File: config.mk
export PLATFORM = sky130hd
export DESIGN_NAME = calendar_date_day_offset_core
export DESIGN_NICKNAME = d
export VERILOG_FILES = /design/src/hw/rtl/cdo_pkg.sv /design/src/hw/rtl/cdo_seq.sv /design/src/hw/rtl/cdo_datapath.sv /design/src/hw/rtl/calendar_date_day_offset_core.sv
export SDC_FILE = /design/constraint.sdc
export NUM_CORES = 1
export LEC_CHECK = 0
export BUFFER_PORTS_ARGS = -buffer_cell sky130_fd_sc_hd__buf_2
export CAP_MARGIN = 20
export CORE_MARGIN = 3
export CORE_UTILIZATION = 55
export CTS_CLUSTER_SIZE = 20
export DETAILED_ROUTE_END_ITERATION = 10
export PLACE_DENSITY = 0.81
export SYNTH_ARGS = -nofsm -noshare
export SYNTH_HDL_FRONTEND = slang
export SYNTH_SLANG_ARGS = --single-unit
File: constraint.sdc
create_clock -name clock -period 8.05 [get_ports clock]
set_input_delay 1.2075 -clock clock [delete_from_list [all_inputs] [get_ports clock]]
set_output_delay 1.2075 -clock clock [all_outputs]
set_load 0.01 [all_outputs]
File: src/hw/rtl/cdo_pkg.sv
// Package for the calendar date day offset core: microcode types, control words,
// the microprogram table and month length helpers. No dependencies.
`timescale 1ns / 1ps

package cdo_pkg;

   localparam int unsigned YEAR_MAX      = 9999;
   localparam int unsigned YEAR_CYCLE    = 400;
   localparam int unsigned MONTHS        = 12;

   localparam logic [1:0] STATUS_OK      = 2'd0;
   localparam logic [1:0] STATUS_INVALID = 2'd1;
   localparam logic [1:0] STATUS_RANGE   = 2'd2;

   typedef logic [2:0] step_type;

   localparam step_type STEP_MOD   = 3'd0;
   localparam step_type STEP_CHECK = 3'd1;
   localparam step_type STEP_FWD   = 3'd2;
   localparam step_type STEP_BACK  = 3'd3;
   localparam step_type STEP_DONE  = 3'd4;

   typedef enum logic [4:0] {
      OP_MOD   = 5'b00001,
      OP_CHECK = 5'b00010,
      OP_FWD   = 5'b00100,
      OP_BACK  = 5'b01000,
      OP_DONE  = 5'b10000
   } op_type;

   typedef struct packed {
      op_type   op;
      step_type jmp_true;
      step_type jmp_false;
   } uword_type;

   typedef struct packed {
      logic   load;
      logic   exec;
      op_type op;
   } cmd_type;

   typedef struct packed {
      logic cond;
      logic fail;
   } flags_type;

   function automatic uword_type ucode_rom(input step_type step);
      uword_type w;
      unique case (step)
         STEP_MOD:   w = '{op: OP_MOD,   jmp_true: STEP_MOD,  jmp_false: STEP_CHECK};
         STEP_CHECK: w = '{op: OP_CHECK, jmp_true: STEP_FWD,  jmp_false: STEP_FWD};
         STEP_FWD:   w = '{op: OP_FWD,   jmp_true: STEP_FWD,  jmp_false: STEP_BACK};
         STEP_BACK:  w = '{op: OP_BACK,  jmp_true: STEP_BACK, jmp_false: STEP_DONE};
         default:    w = '{op: OP_DONE,  jmp_true: STEP_DONE, jmp_false: STEP_DONE};
      endcase
      return w;
   endfunction

   function automatic logic [4:0] month_len(input logic [3:0] m, input logic leap);
      logic [4:0] len;
      case (m)
         4'd2:                      len = leap ? 5'd29 : 5'd28;
         4'd4, 4'd6, 4'd9, 4'd11:   len = 5'd30;
         default:                   len = 5'd31;
      endcase
      return len;
   endfunction

endpackage

File: src/hw/rtl/cdo_seq.sv
// Microcode sequencer: step counter, program table lookup and conditional jumps.
// Depends on cdo_pkg.
`timescale 1ns / 1ps

module cdo_seq
   import cdo_pkg::*;
(
   input  logic      clock,
   input  logic      reset,
   input  logic      start,
   input  flags_type flags,
   output cmd_type   cmd,
   output logic      busy,
   output logic      rsp_valid
);

   step_type  step_ff, step_in;
   logic      busy_ff, busy_in;
   logic      valid_ff, valid_in;
   uword_type uword;

   always_comb begin
      uword    = ucode_rom(step_ff);
      step_in  = step_ff;
      busy_in  = busy_ff;
      valid_in = 1'b0;
      if (!busy_ff) begin
         if (start) begin
            busy_in = 1'b1;
            step_in = STEP_MOD;
         end
      end else if (uword.op == OP_DONE) begin
         busy_in  = 1'b0;
         valid_in = 1'b1;
      end else if (flags.fail) begin
         step_in = STEP_DONE;
      end else begin
         step_in = flags.cond ? uword.jmp_true : uword.jmp_false;
      end
   end

   always_ff @(posedge clock) begin
      if (reset) begin
         step_ff  <= STEP_MOD;
         busy_ff  <= 1'b0;
         valid_ff <= 1'b0;
      end else begin
         step_ff  <= step_in;
         busy_ff  <= busy_in;
         valid_ff <= valid_in;
      end
   end

   assign cmd.load  = start && !busy_ff;
   assign cmd.exec  = busy_ff;
   assign cmd.op    = uword.op;
   assign busy      = busy_ff;
   assign rsp_valid = valid_ff;

endmodule

File: src/hw/rtl/cdo_datapath.sv
// Datapath: day, month, year and year-mod-400 registers with one month step per cycle.
// Depends on cdo_pkg; driven by cdo_seq.
`timescale 1ns / 1ps

module cdo_datapath
   import cdo_pkg::*;
(
   input  logic        clock,
   input  cmd_type     cmd,
   input  logic [4:0]  req_start_day,
   input  logic [3:0]  req_start_month,
   input  logic [13:0] req_start_year,
   input  logic [15:0] req_day_offset,
   output flags_type   flags,
   output logic [4:0]  rsp_result_day,
   output logic [3:0]  rsp_result_month,
   output logic [13:0] rsp_result_year,
   output logic [1:0]  rsp_status
);

   logic signed [16:0] d_ff, d_in;
   logic [3:0]  m_ff, m_in;
   logic [13:0] y_ff, y_in;
   logic [8:0]  r_ff, r_in;
   logic [4:0]  d0_ff, d0_in;
   logic [3:0]  m0_ff, m0_in;
   logic [13:0] y0_ff, y0_in;
   logic [1:0]  st_ff, st_in;
   logic [4:0]  od_ff, od_in;
   logic [3:0]  om_ff, om_in;
   logic [13:0] oy_ff, oy_in;
   logic [1:0]  os_ff, os_in;

   logic        leap;
   logic [4:0]  len_cur;
   logic [4:0]  len_prev;
   logic [3:0]  m_prev;
   logic [4:0]  len_start;

   always_comb begin
      leap = (r_ff[1:0] == 2'd0) && (r_ff != 9'd100) && (r_ff != 9'd200)
             && (r_ff != 9'd300);
      m_prev    = (m_ff == 4'd1) ? 4'(MONTHS) : m_ff - 4'd1;
      len_cur   = month_len(m_ff, leap);
      len_prev  = month_len(m_prev, leap);
      len_start = month_len(m0_ff, leap);
   end

   always_comb begin
      d_in  = d_ff;
      m_in  = m_ff;
      y_in  = y_ff;
      r_in  = r_ff;
      d0_in = d0_ff;
      m0_in = m0_ff;
      y0_in = y0_ff;
      st_in = st_ff;
      od_in = od_ff;
      om_in = om_ff;
      oy_in = oy_ff;
      os_in = os_ff;
      flags = '0;
      if (cmd.load) begin
         d_in  = $signed({12'd0, req_start_day}) + $signed({req_day_offset[15], req_day_offset});
         m_in  = req_start_month;
         y_in  = req_start_year;
         r_in  = 9'd0;
         d0_in = req_start_day;
         m0_in = req_start_month;
         y0_in = req_start_year;
         st_in = STATUS_OK;
      end else if (cmd.exec) begin
         unique case (cmd.op)
            OP_MOD: begin
               // reduce year mod 400 by repeated subtraction in y; the result goes to r and y is reloaded
               if (y_ff >= 14'(YEAR_CYCLE)) begin
                  flags.cond = 1'b1;
                  y_in = y_ff - 14'(YEAR_CYCLE);
               end else begin
                  r_in = y_ff[8:0];
                  y_in = y0_ff;
               end
            end
            OP_CHECK: begin
               if (m0_ff < 4'd1 || m0_ff > 4'(MONTHS) || y0_ff > 14'(YEAR_MAX)
                   || d0_ff < 5'd1 || d0_ff > len_start) begin
                  flags.fail = 1'b1;
                  st_in = STATUS_INVALID;
               end
            end
            OP_FWD: begin
               if (d_ff > $signed({12'd0, len_cur})) begin
                  flags.cond = 1'b1;
                  d_in = d_ff - $signed({12'd0, len_cur});
                  if (m_ff == 4'(MONTHS)) begin
                     if (y_ff == 14'(YEAR_MAX)) begin
                        flags.fail = 1'b1;
                        st_in = STATUS_RANGE;
                     end else begin
                        m_in = 4'd1;
                        y_in = y_ff + 14'd1;
                        r_in = (r_ff == 9'(YEAR_CYCLE - 1)) ? 9'd0 : r_ff + 9'd1;
                     end
                  end else begin
                     m_in = m_ff + 4'd1;
                  end
               end
            end
            OP_BACK: begin
               if (d_ff < 17'sd1) begin
                  flags.cond = 1'b1;
                  if (m_ff == 4'd1 && y_ff == 14'd0) begin
                     flags.fail = 1'b1;
                     st_in = STATUS_RANGE;
                  end else begin
                     // previous month is February only within the same year
                     d_in = d_ff + $signed({12'd0, len_prev});
                     m_in = m_prev;
                     if (m_ff == 4'd1) begin
                        y_in = y_ff - 14'd1;
                        r_in = (r_ff == 9'd0) ? 9'(YEAR_CYCLE - 1) : r_ff - 9'd1;
                     end
                  end
               end
            end
            OP_DONE: begin
               if (st_ff == STATUS_OK) begin
                  od_in = d_ff[4:0];
                  om_in = m_ff;
                  oy_in = y_ff;
               end else begin
                  od_in = d0_ff;
                  om_in = m0_ff;
                  oy_in = y0_ff;
               end
               os_in = st_ff;
            end
            default: begin
            end
         endcase
      end
   end

   always_ff @(posedge clock) begin
      d_ff  <= d_in;
      m_ff  <= m_in;
      y_ff  <= y_in;
      r_ff  <= r_in;
      d0_ff <= d0_in;
      m0_ff <= m0_in;
      y0_ff <= y0_in;
      st_ff <= st_in;
      od_ff <= od_in;
      om_ff <= om_in;
      oy_ff <= oy_in;
      os_ff <= os_in;
   end

   assign rsp_result_day   = od_ff;
   assign rsp_result_month = om_ff;
   assign rsp_result_year  = oy_ff;
   assign rsp_status       = os_ff;

endmodule

File: src/hw/rtl/calendar_date_day_offset_core.sv
// Top level of the calendar date day offset core: sequencer plus datapath.
// Depends on cdo_pkg, cdo_seq and cdo_datapath.
//
//   channel  | transfer when      | payload
//   ---------+--------------------+----------------------------------------------
//   request  | start && !busy     | req_start_day/month/year, req_day_offset
//   response | rsp_valid (1 cyc)  | rsp_result_day/month/year, rsp_status
//
// One item at a time: the sequencer reduces the year mod 400, checks the start date,
// steps forward then back one month per cycle and ends in DONE, raising the strobe; an
// invalid date or a range error skips to DONE. busy is set by the transfer and holds
// until the strobe; a new start is taken in the strobe cycle. Synchronous reset clears
// the sequencer and the strobe. The receiver cannot stall: each result is shown once.
`timescale 1ns / 1ps

module calendar_date_day_offset_core
   import cdo_pkg::*;
(
   input  logic        clock,
   input  logic        reset,
   input  logic        start,
   output logic        busy,
   input  logic [4:0]  req_start_day,
   input  logic [3:0]  req_start_month,
   input  logic [13:0] req_start_year,
   input  logic [15:0] req_day_offset,
   output logic        rsp_valid,
   output logic [4:0]  rsp_result_day,
   output logic [3:0]  rsp_result_month,
   output logic [13:0] rsp_result_year,
   output logic [1:0]  rsp_status
);

   cmd_type   cmd;
   flags_type flags;

   cdo_seq u_seq (
      .clock     (clock),
      .reset     (reset),
      .start     (start),
      .flags     (flags),
      .cmd       (cmd),
      .busy      (busy),
      .rsp_valid (rsp_valid)
   );

   cdo_datapath u_datapath (
      .clock            (clock),
      .cmd              (cmd),
      .req_start_day    (req_start_day),
      .req_start_month  (req_start_month),
      .req_start_year   (req_start_year),
      .req_day_offset   (req_day_offset),
      .flags            (flags),
      .rsp_result_day   (rsp_result_day),
      .rsp_result_month (rsp_result_month),
      .rsp_result_year  (rsp_result_year),
      .rsp_status       (rsp_status)
   );

endmodule

# ---- Yosys cells after proc, flatten, opt, wreduce, memory -nomap -nowiden
# Index checks and enable logic that the tools add are counted.
dict set report classes {
  add_sub_neg 10
  n_lt_le_gt_ge 8
  eq_ne 48
  n_mux 70
  bitwise 2
  reduce_logical 32
}
# operator count
set ops {}
lappend ops {{$mux 14} 10}
lappend ops {{$mux 17} 5}
lappend ops {{$mux 9} 9}
lappend ops {{$pmux 11 s4} 1}
lappend ops {{$pmux 14 s3} 1}
lappend ops {{$mux 4} 9}
lappend ops {{$pmux 17 s2} 1}
lappend ops {{$pmux 5 s2} 3}
lappend ops {{$eq 4x4->1 const B} 7}
lappend ops {{$pmux 9 s3} 1}
lappend ops {{$eq 4x3->1 const B} 6}
lappend ops {{$mux 2} 10}
lappend ops {{$add 17x6->17} 1}
lappend ops {{$add 6x16->17} 1}
lappend ops {{$gt 17x6->1} 1}
lappend ops {{$lt 17x2->1 const B} 1}
lappend ops {{$sub 17x6->17} 1}
lappend ops {{$reduce_and 8->1} 2}
lappend ops {{$mux 3} 5}
lappend ops {{$add 14x1->14 const B} 1}
lappend ops {{$eq 14x14->1 const B} 1}
lappend ops {{$ge 14x9->1 const B} 1}
lappend ops {{$gt 14x14->1 const B} 1}
lappend ops {{$logic_not 14->1} 1}
lappend ops {{50 further kinds} 90}
dict set report word_totals {
  regBits 99
  output_inout_bits 27
  wordCells 185
}

# ---- Longest topological paths before layout
# Gate-level depths: netlist (run 1).
dict set report logic_depth {
  word_depth 16
  depth_mapped 19
  mapped_depth_nobuf 19
}

# ---- By module
# Synthesis (run 1) repeated with hierarchy kept, for this count alone.
dict set report hier_totals {
  cells_unflattened 770
  hier_area_um2 7170.6
}
# module n_inst cells_per_inst area_each_um2
set by_module_without_submodules {}
lappend by_module_without_submodules {cdo_datapath 1 737 6896.6}
lappend by_module_without_submodules {cdo_seq 1 33 274.0}

# ---- Worst setup path before layout (run 1)
# Ideal clock, no wire load.
dict set report synth_timing {
  kind {register to register}
  start {register u_datapath.r_ff[5]}
  end {register u_datapath.y_ff[0] (enable)}
  arrival_time_ns 3.112
  path_slack_ns 4.631
  stages_incl_launch_ff 17
  synth_period_minus_slack_ns 3.419
  cell_sequence {dfxtp_1 clkbuf_1 nor4bb_1 nand2_1 nand3_1 nand2_1 a21oi_1 a31oi_1 ha_1 nor2b_1 o2111ai_1 a21o_1 mux2_4 a2111oi_4 o211ai_4 buf_2 nand2_1}
}
dict set report synth_between {
  elab_chain_len 9
}
# item line
set synth_lines {}
lappend synth_lines {{start, declared} cdo_datapath.sv:24} ;# logic [8:0] r_ff, r_in;
lappend synth_lines {{start signal, assigned} cdo_datapath.sv:148} ;# r_ff <= r_in;
lappend synth_lines {{$ne 9x7->1} cdo_datapath.sv:41} ;# leap = (r_ff[1:0] == 2'd0) && (r_ff != 9'd100) && (r_ff != 9'd200)
lappend synth_lines {{$logic_and 1x1->1 (2 in series)} cdo_datapath.sv:41}
lappend synth_lines {{$logic_and 1x1->1 (*)} cdo_datapath.sv:42} ;# && (r_ff != 9'd300);
lappend synth_lines {{$mux 1 (*)} cdo_pkg.sv:63} ;# 4'd2: len = leap ? 5'd29 : 5'd28;
lappend synth_lines {{$pmux 5 s2 (*)} cdo_pkg.sv:62} ;# case (m)
lappend synth_lines {{$gt 17x6->1 (*)} cdo_datapath.sv:92} ;# if (d_ff > $signed({12'd0, len_cur})) begin
lappend synth_lines {{$ne 3x2->1 (no source line) (*)} n/a}
lappend synth_lines {{$reduce_and 8->1 (no source line) (*)} n/a}
lappend synth_lines {{end signal, assigned} cdo_datapath.sv:147} ;# y_ff <= y_in;
lappend synth_lines {{end, declared} cdo_datapath.sv:23} ;# logic [13:0] y_ff, y_in;
# Every way passes the cells marked *; elsewhere a longest branch is shown, timed or not.
# A chain may end at the register's enable or synchronous reset.

# ---- Final worst setup path (run 1)
dict set report layout_timing {
  start {register u_seq.step_ff[0]}
  end {register u_datapath.y_ff[12] (data pin)}
}
dict set report layout_between {
  elab_chain_len 6
}
# item line
set layout_lines {}
lappend layout_lines {{start, declared} cdo_seq.sv:17} ;# step_type step_ff, step_in;
lappend layout_lines {{start signal, assigned} cdo_seq.sv:48} ;# step_ff <= step_in;
lappend layout_lines {{$eq 3x2->1, or another cell as far along} cdo_pkg.sv:50} ;# unique case (step)
lappend layout_lines {{$pmux 11 s4 (*)} cdo_pkg.sv:50}
lappend layout_lines {{$eq 5x4->1, or another cell as far along} cdo_datapath.sv:73} ;# unique case (cmd.op)
lappend layout_lines {{$pmux 14 s3 (*)} cdo_datapath.sv:73}
lappend layout_lines {{$mux 14 (*)} cdo_datapath.sv:72} ;# end else if (cmd.exec) begin
lappend layout_lines {{$mux 14 (*)} cdo_datapath.sv:63} ;# if (cmd.load) begin
lappend layout_lines {{net u_datapath.y_in[12]} cdo_datapath.sv:23}
# Mark *: on every way through the listed nets, which the timed path passes. The rest lies on a longest branch. The select of a mux whose other input is x is not followed.

==> results of run 1 <==
[synthesized netlist by cell type (6+ instances only)]
library cell	instances
ha_1	36
o22ai_1	9
nand2b_1	6
a21oi_1	54
a211oi_1	8
nand3_1	19
dfxtp_1	16
edfxtp_1	83
or2_2	9
and3_1	8
nor3_1	12
o21ai_0	39
nand4_1	8
nor4_1	7
a31oi_1	15
nand2_1	80
inv_1	26
nor2_1	77
xor2_1	28
clkbuf_1	31
mux2_2	22
xnor2_1	28
buf_1	6
nor2b_1	12
o21ai_1	6
o21a_1	6
[worst max path at each step]
| stage | end | slack, ns | startpoint | cells after the start |
|---|---|---|---|---|
| 2_1_floorplan | u_datapath.y_ff[0] | 4.63 | u_datapath.r_ff[5] | 16 |
| 3_5_place_dp | u_datapath.y_ff[5] | 4.27 | u_datapath.r_ff[5] | 14 |
| 5_1_grt | u_datapath.d_ff[16] | 3.84 | u_datapath.m_ff[1] | 18 |
| 3_3_place_gp | u_datapath.y_ff[12] | 4.36 | u_seq.step_ff[0] | 11 |
| 4_1_cts | u_datapath.y_ff[12] | 4.25 | u_seq.step_ff[0] | 11 |
| 6_report | u_datapath.y_ff[12] | 4.19 | u_seq.step_ff[0] | 11 |
[final cells by class]
class | instances | area [µm²] | area share
Sequential cell | 99 | 2810 | 0.367
Clock buffer | 11 | 243 | 0.0317
Multi-Input combinational cell | 573 | 3820 | 0.499
Clock inverter | 5 | 76.3 | 0.00997
Timing Repair Buffer | 75 | 393 | 0.0513
Inverter | 27 | 101 | 0.0132
Tap cell | 168 | 210 | 0.0275
[logic make-up (layout without fill, tap and decap cells)]
group           count (synthesis)  count (layout)  share of synthesized area
compound gates                186             186                      0.177
simple gates                  265             265                      0.187
buf+inv                        66             118                     0.0364
fa+ha+maj                      40              40                     0.0771
xor+xnor                       56              56                     0.0713
flops                          99              99                      0.409
mux                            26              26                     0.0426
[state kept, by name, indices dropped and copies added (netlist names), 3 cells and up]
| name | cells |
|---|---|
| u_datapath.m0_ff | 4 |
| u_seq.step_ff | 3 |
| u_datapath.d0_ff | 5 |
| u_datapath.y0_ff | 14 |
| u_datapath.rsp_result_year | 14 |
| u_datapath.rsp_result_day | 5 |
| u_datapath.rsp_result_month | 4 |
| u_datapath.r_ff | 9 |
| u_datapath.d_ff | 17 |
| u_datapath.y_ff | 14 |
| u_datapath.m_ff | 4 |
[per-stage QoR]
step	cells	total power (µW)
after CTS	958	1460
after detailed placement	942	988
after global placement	942	971
final	958	1460
after global routing	958	1530
after floorplan	738	901
[layer usage]
layer  wire [µm]  track usage  vias up
li1            -            -     2802
met1        7470        0.329     2773
met2        8140        0.410      233
met3        1130       0.0490       31
met4         345       0.0923        0
met5           0            0        -
[where the power goes]
group | total (µW) | internal (µW) | switching [µW]
Sequential | 673 | 609 | 63.1
Clock | 469 | 279 | 189
Combinational | 315 | 142 | 173
Total | 1460 | 1030 | 426
[worst reg2reg max path, cell delays in order (launching register included)]
cell	delay (ns)
dfxtp_1	0.54
nand3b_1	0.23
clkinv_1	0.60
ha_1	0.63
nor2b_1	0.15
o21ai_0	0.23
a21boi_1	0.16
o21ai_0	0.17
o21ai_1	0.11
o41a_1	0.33
xor2_1	0.15
a221o_1	0.30
==> flow_summary.html, run 1 <==
<table>
<tr><th>Metric</th><th>Value</th></tr>
<tr><th colspan="2">Finish</th></tr>
<tr><td>Final cell area excluding filler cells</td><td>7650 µm²</td></tr>
<tr><td>Highest-count cells in the layout ignoring fill and taps</td><td>edfxtp_1, nand2_1, nor2_1</td></tr>
<tr><td>Area growth from synthesis to layout</td><td>11.3%</td></tr>
<tr><td>Final net count</td><td>about 870</td></tr>
<tr><td>Layout cells sized above 1</td><td>0.167</td></tr>
<tr><td>Post-layout util</td><td>0.632</td></tr>
<tr><td>Most common cell after layout, fill and taps aside</td><td>edfxtp_1</td></tr>
<tr><td>Count of fill cells added during filler insertion</td><td>1010</td></tr>
<tr><td>Antenna diode instance count</td><td>0</td></tr>
<tr><th colspan="2">Critical path</th></tr>
<tr><td>Critical path arrival</td><td>3.96 ns</td></tr>
<tr><td>Critical Path RT</td><td>8.15 ns</td></tr>
<tr><td>Buffers plus inverters on the worst setup path</td><td>1</td></tr>
<tr><td>Slowest cell on crit path</td><td>ha_1</td></tr>
<tr><td>Delay of the slowest critical-path stage</td><td>0.61 ns</td></tr>
<tr><td>End of the worst register-to-register path</td><td>u_datapath.y_ff[12]</td></tr>
<tr><td>Reg2reg setup slack</td><td>4.19 ns</td></tr>
<tr><td>Category of the critical setup timing path</td><td>flop to flop</td></tr>
<tr><td>Crit path capture type</td><td>flop</td></tr>
<tr><td>Worst R2R Start</td><td>u_seq.step_ff[0]</td></tr>
<tr><td>Dominant cell type by count on the critical path</td><td>o21ai_0</td></tr>
<tr><td>Reg2Reg Depth</td><td>11</td></tr>
<tr><td>Largest fanout on the critical path</td><td>22</td></tr>
<tr><td>Series of cell instances along the critical path</td><td>nand3b_1 &gt; clkinv_1 &gt; ha_1 &gt; nor2b_1 &gt; o21ai_0 &gt; a21boi_1 &gt; o21ai_0 &gt; o21ai_1 &gt; o41a_1 &gt; xor2_1 &gt; a221o_1</td></tr>
<tr><td>Largest delay share family, worst path</td><td>compound AO/OA/AOI/OAI gates</td></tr>
<tr><td>Critical Path Start Type</td><td>flop</td></tr>
<tr><th colspan="2">Drt</th></tr>
<tr><td>Number of DRC violations after detailed-routing iteration 0</td><td>586</td></tr>
<tr><td>Routed via count</td><td>between 5000 and 6000</td></tr>
<tr><td>DRC violations left</td><td>0</td></tr>
<tr><td>Post-detailed-routing wire length</td><td>17.1 mm</td></tr>
<tr><td>Number of vias per cell after detailed routing</td><td>6.09</td></tr>
<tr><td>1st-pass router iterations</td><td>5</td></tr>
<tr><td>Wire length per cell after detailed routing</td><td>17.8 µm</td></tr>
<tr><td>Remaining number of nets flagged by the antenna check after routing</td><td>0</td></tr>
<tr><th colspan="2">CTS</th></tr>
<tr><td>Clock latency on the worst-skew pair</td><td>0.36 ns</td></tr>
<tr><td>Count of hold-fix buffers inserted at cts</td><td>0</td></tr>
<tr><td>Number of clock buffers inserted by TritonCTS</td><td>9</td></tr>
<tr><td>Number of setup buffers added after CTS</td><td>0</td></tr>
<tr><td>CTS tree</td><td>done</td></tr>
<tr><td>Max Buffers Root-to-Sink</td><td>2</td></tr>
<tr><td>Root buffer cell</td><td>clkbuf_16</td></tr>
<tr><td>PostCTS Resize Cnt</td><td>0</td></tr>
<tr><td>Sink Count</td><td>99</td></tr>
<tr><td>Clock-pin slew on the worst setup and hold paths</td><td>0.07 ns</td></tr>
<tr><td>Total number of H-tree levels</td><td>3</td></tr>
<tr><th colspan="2">Min path</th></tr>
<tr><td>Capture endpoint of the worst hold path</td><td>u_datapath.rsp_status[0]</td></tr>
<tr><td>Type of the most critical hold path</td><td>flop to flop</td></tr>
<tr><td>Startpoint of the tightest hold check path</td><td>u_datapath.st_ff[0]</td></tr>
<tr><td>Count of cells along the worst hold path</td><td>0</td></tr>
<tr><th colspan="2">Timing</th></tr>
<tr><td>Max-slew violations</td><td>0</td></tr>
<tr><td>Post-Route Setup TNS</td><td>0 ns</td></tr>
<tr><td>Unrepaired setup endpoints after global routing</td><td>false</td></tr>
<tr><td>Maximum achievable frequency</td><td>0.259 GHz</td></tr>
<tr><td>Final Worst Setup Slack</td><td>4.19 ns</td></tr>
<tr><td>Period Utilization, post-route</td><td>0.480</td></tr>
<tr><td>Final critical path time including I/O delays and setup</td><td>around 3.9 ns</td></tr>
<tr><td>Transition time at the pin with the least slew margin</td><td>0.842 ns</td></tr>
<tr><td>Worst slew slack as a fraction of its limit</td><td>0.439</td></tr>
<tr><td>Hold violation total from the final report</td><td>0</td></tr>
<tr><td>Worst-case hold slack</td><td>approximately 0.48 ns</td></tr>
<tr><td>Setup clock skew after layout</td><td>0.00554 ns</td></tr>
<tr><td>Final setup violation count</td><td>0</td></tr>
<tr><th colspan="2">Synth</th></tr>
<tr><td>Sequential share of the synthesized area</td><td>0.409</td></tr>
<tr><td>Cell type contributing the most total cell area after synthesis</td><td>edfxtp_1</td></tr>
<tr><td>Async S/R FF share, synth</td><td>0</td></tr>
<tr><td>Average footprint of a synthesized cell</td><td>9.32 µm²</td></tr>
<tr><td>Synthesized area</td><td>6880 µm²</td></tr>
<tr><td>Largest cells by area after synthesis</td><td>edfxtp_1, ha_1, dfxtp_1</td></tr>
<tr><td>Most used DFF post-synth</td><td>edfxtp_1</td></tr>
<tr><td>Mapped Cells</td><td>738</td></tr>
<tr><td>Yosys warning count</td><td>0</td></tr>
<tr><td>Post-synth EDFFs</td><td>83</td></tr>
<tr><td>Syn nets</td><td>820</td></tr>
<tr><td>Post-synthesis cell type count</td><td>72</td></tr>
<tr><td>Synth Register Bits</td><td>99</td></tr>
<tr><td>Post-synth top area share</td><td>0.362</td></tr>
<tr><th colspan="2">Die</th></tr>
<tr><td>Area of the placeable core</td><td>12100 µm²</td></tr>
<tr><td>Top-Level Pins</td><td>69</td></tr>
<tr><td>DIE AREA</td><td>13900 µm²</td></tr>
<tr><td>Cell Rows</td><td>40</td></tr>
<tr><td>Effective utilization at floorplan</td><td>0.568</td></tr>
<tr><td>Y dimension of the die</td><td>118 µm</td></tr>
<tr><td>X dimension of the die</td><td>118 µm</td></tr>
<tr><th colspan="2">Global route</th></tr>
<tr><td>Pin count of the biggest net entering global routing</td><td>between 60 and 70</td></tr>
<tr><td>Number of antenna violations at the first check in global routing</td><td>0</td></tr>
<tr><td>Wire length of the first global-routing pass</td><td>28.0 mm</td></tr>
<tr><td>Total congestion overflow after global routing</td><td>0</td></tr>
<tr><td>Total routing resource utilization after global routing</td><td>0.250</td></tr>
<tr><td>Vias in the first global route</td><td>5660</td></tr>
<tr><th colspan="2">Run</th></tr>
<tr><td># Max-Cap Violations</td><td>0</td></tr>
<tr><th colspan="2">Power</th></tr>
<tr><td>VDD IR-drop max</td><td>0.120 mV</td></tr>
<tr><td>Standby leakage power</td><td>0.00298 µW</td></tr>
<tr><td>Pwr Density</td><td>about 190 nW/µm²</td></tr>
<tr><th colspan="2">Place</th></tr>
<tr><td>Worst slack, placed</td><td>4.27 ns</td></tr>
<tr><td>Final weighted congestion in routability-driven placement</td><td>just over 0.9</td></tr>
<tr><td>Post-detailed-placement cell area</td><td>7340 µm²</td></tr>
<tr><td>Hpwl dp</td><td>12.1 mm</td></tr>
<tr><td>Count of buffers from port buffering</td><td>just under 70</td></tr>
<tr><th colspan="2">Run status</th></tr>
<tr><td>Result of the run</td><td>finished, final reports clean</td></tr>
</table>
Note: power is estimated with default switching activity, not from simulation.
==> run 2, diff against run 1 <==
--- a/config.mk
+++ b/config.mk
@@ -8,10 +8,10 @@
 export BUFFER_PORTS_ARGS = -buffer_cell sky130_fd_sc_hd__buf_2
 export CAP_MARGIN = 20
 export CORE_MARGIN = 3
-export CORE_UTILIZATION = 55
+export CORE_UTILIZATION = 54
 export CTS_CLUSTER_SIZE = 20
 export DETAILED_ROUTE_END_ITERATION = 10
-export PLACE_DENSITY = 0.81
+export PLACE_DENSITY = 0.83
 export SYNTH_ARGS = -nofsm -noshare
 export SYNTH_HDL_FRONTEND = slang
 export SYNTH_SLANG_ARGS = --single-unit
==> constraint.sdc (replaced) <==
create_clock -name clock -period 3.3 [get_ports clock]
set_input_delay 0.495 -clock clock [delete_from_list [all_inputs] [get_ports clock]]
set_output_delay 0.495 -clock clock [all_outputs]
set_load 0.01 [all_outputs]
==> run 2 against run 1 <==
First-iteration DRC count is 9.9% higher; final area is 9.9% higher; fmax is 18% higher; critical path depth is 3 higher; worst hold slack lost 0.15 ns; non-clock buffer count grew 58; sequential power up 140%; cell count rose by 5.9%; clock-buffer cell count decreased by 1; via count increased by 6.8%; routed wire length rose by 6.9%; die area up 1.8%; critical path type unchanged; largest power group unchanged.
==> flow_summary.html, run 2 (synthesis results as in run 1) <==
<table>
<tr><th>Metric</th><th>Value</th></tr>
<tr><th colspan="2">Run status</th></tr>
<tr><td>Result of the run</td><td>finished, final reports clean (unchanged)</td></tr>
<tr><th colspan="2">Finish</th></tr>
<tr><td>Layout cells sized above 1</td><td>0.288 (was 0.167)</td></tr>
<tr><td>Number of flip-flops in the largest register</td><td>17 (unchanged)</td></tr>
<tr><td>Antenna diode instance count</td><td>0 (unchanged)</td></tr>
<tr><td>Area growth from synthesis to layout</td><td>22.3% (was 11.3%)</td></tr>
<tr><td>Footprint of the flip-flops and latches</td><td>2820 µm² (was 2810 µm²)</td></tr>
<tr><td>Combined area of the multi-input logic cells</td><td>4110 µm² (was 3820 µm²)</td></tr>
<tr><td>Post-layout util</td><td>0.689 (was 0.632)</td></tr>
<tr><td>Most common cell after layout, fill and taps aside</td><td>edfxtp_1 (unchanged)</td></tr>
<tr><td>Count of fill cells added during filler insertion</td><td>901 (was 1010)</td></tr>
<tr><td>Highest-count cells in the layout ignoring fill and taps</td><td>edfxtp_1, nand2_1, nor2_1 (unchanged)</td></tr>
<tr><td>Register with the most flip-flops</td><td>u_datapath.d_ff (unchanged)</td></tr>
<tr><td>Final net count</td><td>925 (was 867)</td></tr>
<tr><td>Final cell area excluding filler cells</td><td>8410 µm² (was 7650 µm²)</td></tr>
<tr><th colspan="2">Global route</th></tr>
<tr><td>Total congestion overflow after global routing</td><td>0 (unchanged)</td></tr>
<tr><td>Total routing resource utilization after global routing</td><td>0.254 (was 0.250)</td></tr>
<tr><td>Number of antenna violations at the first check in global routing</td><td>0 (unchanged)</td></tr>
<tr><td>Vias in the first global route</td><td>6103 (was 5660)</td></tr>
<tr><td>Pin count of the biggest net entering global routing</td><td>50 (was 63)</td></tr>
<tr><td>Wire length of the first global-routing pass</td><td>29.2 mm (was 28.0 mm)</td></tr>
<tr><th colspan="2">Critical path</th></tr>
<tr><td>Largest fanout on the critical path</td><td>8 (was 22)</td></tr>
<tr><td>Crit path capture type</td><td>flop (unchanged)</td></tr>
<tr><td>Category of the critical setup timing path</td><td>flop to flop (unchanged)</td></tr>
<tr><td>Critical path arrival</td><td>3.51 ns (was 3.96 ns)</td></tr>
<tr><td>Worst R2R Start</td><td>u_datapath.m_ff[1] (was u_seq.step_ff[0])</td></tr>
<tr><td>Critical Path Start Type</td><td>flop (unchanged)</td></tr>
<tr><td>End of the worst register-to-register path</td><td>u_datapath.r_ff[6] (was u_datapath.y_ff[12])</td></tr>
<tr><td>Reg2Reg Depth</td><td>14 (was 11)</td></tr>
<tr><td>Reg2reg setup slack</td><td>0.02 ns (was 4.19 ns)</td></tr>
<tr><td>Critical Path RT</td><td>3.53 ns (was 8.15 ns)</td></tr>
<tr><th colspan="2">Die</th></tr>
<tr><td>Cell Rows</td><td>40 (unchanged)</td></tr>
<tr><td>Y dimension of the die</td><td>119 µm (was 118 µm)</td></tr>
<tr><td>Area of the placeable core</td><td>12200 µm² (was 12100 µm²)</td></tr>
<tr><td>Effective utilization at floorplan</td><td>0.563 (was 0.568)</td></tr>
<tr><td>X dimension of the die</td><td>119 µm (was 118 µm)</td></tr>
<tr><td>Top-Level Pins</td><td>69 (unchanged)</td></tr>
<tr><td>DIE AREA</td><td>14100 µm² (was 13900 µm²)</td></tr>
<tr><th colspan="2">CTS</th></tr>
<tr><td>Count of hold-fix buffers inserted at cts</td><td>0 (unchanged)</td></tr>
<tr><td>Number of clock buffers inserted by TritonCTS</td><td>9 (unchanged)</td></tr>
<tr><td>Clock-pin slew on the worst setup and hold paths</td><td>0.07 ns (about the same)</td></tr>
<tr><td>Sink Count</td><td>99 (unchanged)</td></tr>
<tr><td>Root buffer cell</td><td>clkbuf_16 (unchanged)</td></tr>
<tr><td>Total number of H-tree levels</td><td>3 (unchanged)</td></tr>
<tr><td>Clock latency on the worst-skew pair</td><td>0.36 ns (about the same)</td></tr>
<tr><td>CTS tree</td><td>done (unchanged)</td></tr>
<tr><td>Max Buffers Root-to-Sink</td><td>2 (unchanged)</td></tr>
<tr><th colspan="2">Place</th></tr>
<tr><td>Count of buffers from port buffering</td><td>68 (unchanged)</td></tr>
<tr><td>Final weighted congestion in routability-driven placement</td><td>0.926 (was 0.914)</td></tr>
<tr><td>Post-detailed-placement cell area</td><td>7700 µm² (was 7340 µm²)</td></tr>
<tr><td>Hpwl dp</td><td>12.7 mm (was 12.1 mm)</td></tr>
<tr><td>Worst slack, placed</td><td>-0.135 ns (was 4.27 ns)</td></tr>
<tr><th colspan="2">Timing</th></tr>
<tr><td>Setup clock skew after layout</td><td>0.00847 ns (was 0.00554 ns)</td></tr>
<tr><td>Final setup violation count</td><td>0 (unchanged)</td></tr>
<tr><td>Maximum achievable frequency</td><td>0.305 GHz (was 0.259 GHz)</td></tr>
<tr><td>Period Utilization, post-route</td><td>0.993 (was 0.480)</td></tr>
<tr><td>Final critical path time including I/O delays and setup</td><td>3.28 ns (was 3.86 ns)</td></tr>
<tr><td>Worst-case hold slack</td><td>0.330 ns (was 0.484 ns)</td></tr>
<tr><td>Max-slew violations</td><td>0 (unchanged)</td></tr>
<tr><td>Worst slew slack as a fraction of its limit</td><td>0.507 (was 0.439)</td></tr>
<tr><td>Final Worst Setup Slack</td><td>0.0241 ns (was 4.19 ns)</td></tr>
<tr><td>Post-Route Setup TNS</td><td>0 ns (unchanged)</td></tr>
<tr><td>Hold violation total from the final report</td><td>0 (unchanged)</td></tr>
<tr><td>Unrepaired setup endpoints after global routing</td><td>true (was false)</td></tr>
<tr><td>Transition time at the pin with the least slew margin</td><td>0.739 ns (was 0.842 ns)</td></tr>
<tr><th colspan="2">Drt</th></tr>
<tr><td>Routed via count</td><td>6237 (was 5839)</td></tr>
<tr><td>Post-detailed-routing wire length</td><td>18.3 mm (was 17.1 mm)</td></tr>
<tr><td>Number of DRC violations after detailed-routing iteration 0</td><td>644 (was 586)</td></tr>
<tr><td>Remaining number of nets flagged by the antenna check after routing</td><td>0 (unchanged)</td></tr>
<tr><td>Wire length per cell after detailed routing</td><td>18.0 µm (was 17.8 µm)</td></tr>
<tr><td>Number of vias per cell after detailed routing</td><td>6.14 (was 6.09)</td></tr>
<tr><td>1st-pass router iterations</td><td>6 (was 5)</td></tr>
<tr><td>DRC violations left</td><td>0 (unchanged)</td></tr>
<tr><th colspan="2">Min path</th></tr>
<tr><td>Count of cells along the worst hold path</td><td>1 (was 0)</td></tr>
<tr><td>Type of the most critical hold path</td><td>primary input to flop (was flop to flop)</td></tr>
<tr><td>Capture endpoint of the worst hold path</td><td>u_datapath.d0_ff[0] (was u_datapath.rsp_status[0])</td></tr>
<tr><td>Startpoint of the tightest hold check path</td><td>req_start_day[0] (was u_datapath.st_ff[0])</td></tr>
<tr><th colspan="2">Power</th></tr>
<tr><td>Pwr Density</td><td>427 nW/µm² (was 190 nW/µm²)</td></tr>
<tr><td>VDD IR-drop max</td><td>0.369 mV (was 0.120 mV)</td></tr>
<tr><td>Standby leakage power</td><td>0.00331 µW (was 0.00298 µW)</td></tr>
<tr><th colspan="2">Run</th></tr>
<tr><td># Max-Cap Violations</td><td>0 (unchanged)</td></tr>
</table>
run 2: cell types whose count changed in the layout (fill, tap and decap cells not counted), sizes merged:
cell	delta
buf	+57
clkinvlp	+2
clkinv	-1
bufinv	-1
run 2: through the flow:
| stage | cells | power (µW) |
|---|---|---|
| finish | 1015 | 3590 |
| global route | 1015 | 3750 |
| CTS | 1004 | 3500 |
| detailed placement | 987 | 2460 |
| global placement | 987 | 2420 |
| floorplan | 738 | 2200 |
run 2: cell type report:
cell class	count	area share
inverters	27	0.0121
clock buffers	10	0.0272
multi-input cells	573	0.488
repair buffers	133	0.106
well taps	168	0.0250
clock inverters	5	0.00655
flip-flops and latches	99	0.335
run 2: how the worst max path moves through the flow:
stage          slack, ns  cells after the start               start             endpoint
6_report            0.02                     14  u_datapath.m_ff[1]   u_datapath.r_ff[6]
5_1_grt            -0.13                     17  u_datapath.r_ff[7]   u_datapath.r_ff[6]
4_1_cts            0.004                     19  u_datapath.m_ff[1]  u_datapath.d_ff[14]
3_5_place_dp       -0.14                     19  u_datapath.m_ff[1]  u_datapath.d_ff[14]
3_3_place_gp       0.003                     19  u_datapath.m_ff[1]  u_datapath.d_ff[14]
2_1_floorplan       0.04                     16  u_datapath.r_ff[4]   u_datapath.y_ff[0]
run 2: per-layer routing:
metal  GRT usage  vias to the layer above  wire length, µm
li1            -                     2920                -
met1       0.334                     2976             7660
met2       0.412                      305             8750
met3      0.0503                       36             1420
met4       0.103                        0              431
met5           0                        -                0
run 2: where the power goes:
group / internal, µW / switching, µW / leakage (µW)
logic: 434 / 494 / 0.00226
registers: 1490 / 141 / 0.000917
clock network: 581 / 455 / 0.000134
total: 2500 / 1090 / 0.00331
run 2: repair_timing:
action,4_1_cts,5_1_grt
gates cloned,0,1
pin swaps,1,25
endpoints found under the hold margin,0,0
gates resized for setup,8,68
setup endpoints to repair,13,34
buffers inserted,2,10
run 2: worst max-delay path: stages (launching register included):
cell and delay (ns):
edfxtp_1 0.46, inv_2 0.11, ha_4 0.18, or2_2 0.31, a31oi_4 0.17, ha_4 0.23
nand2_2 0.06, o2111ai_2 0.08, a21o_1 0.19, mux2_4 0.29, a2111oi_4 0.43, o211ai_4 0.23
buf_12 0.21, a21oi_4 0.11, o22ai_2 0.08
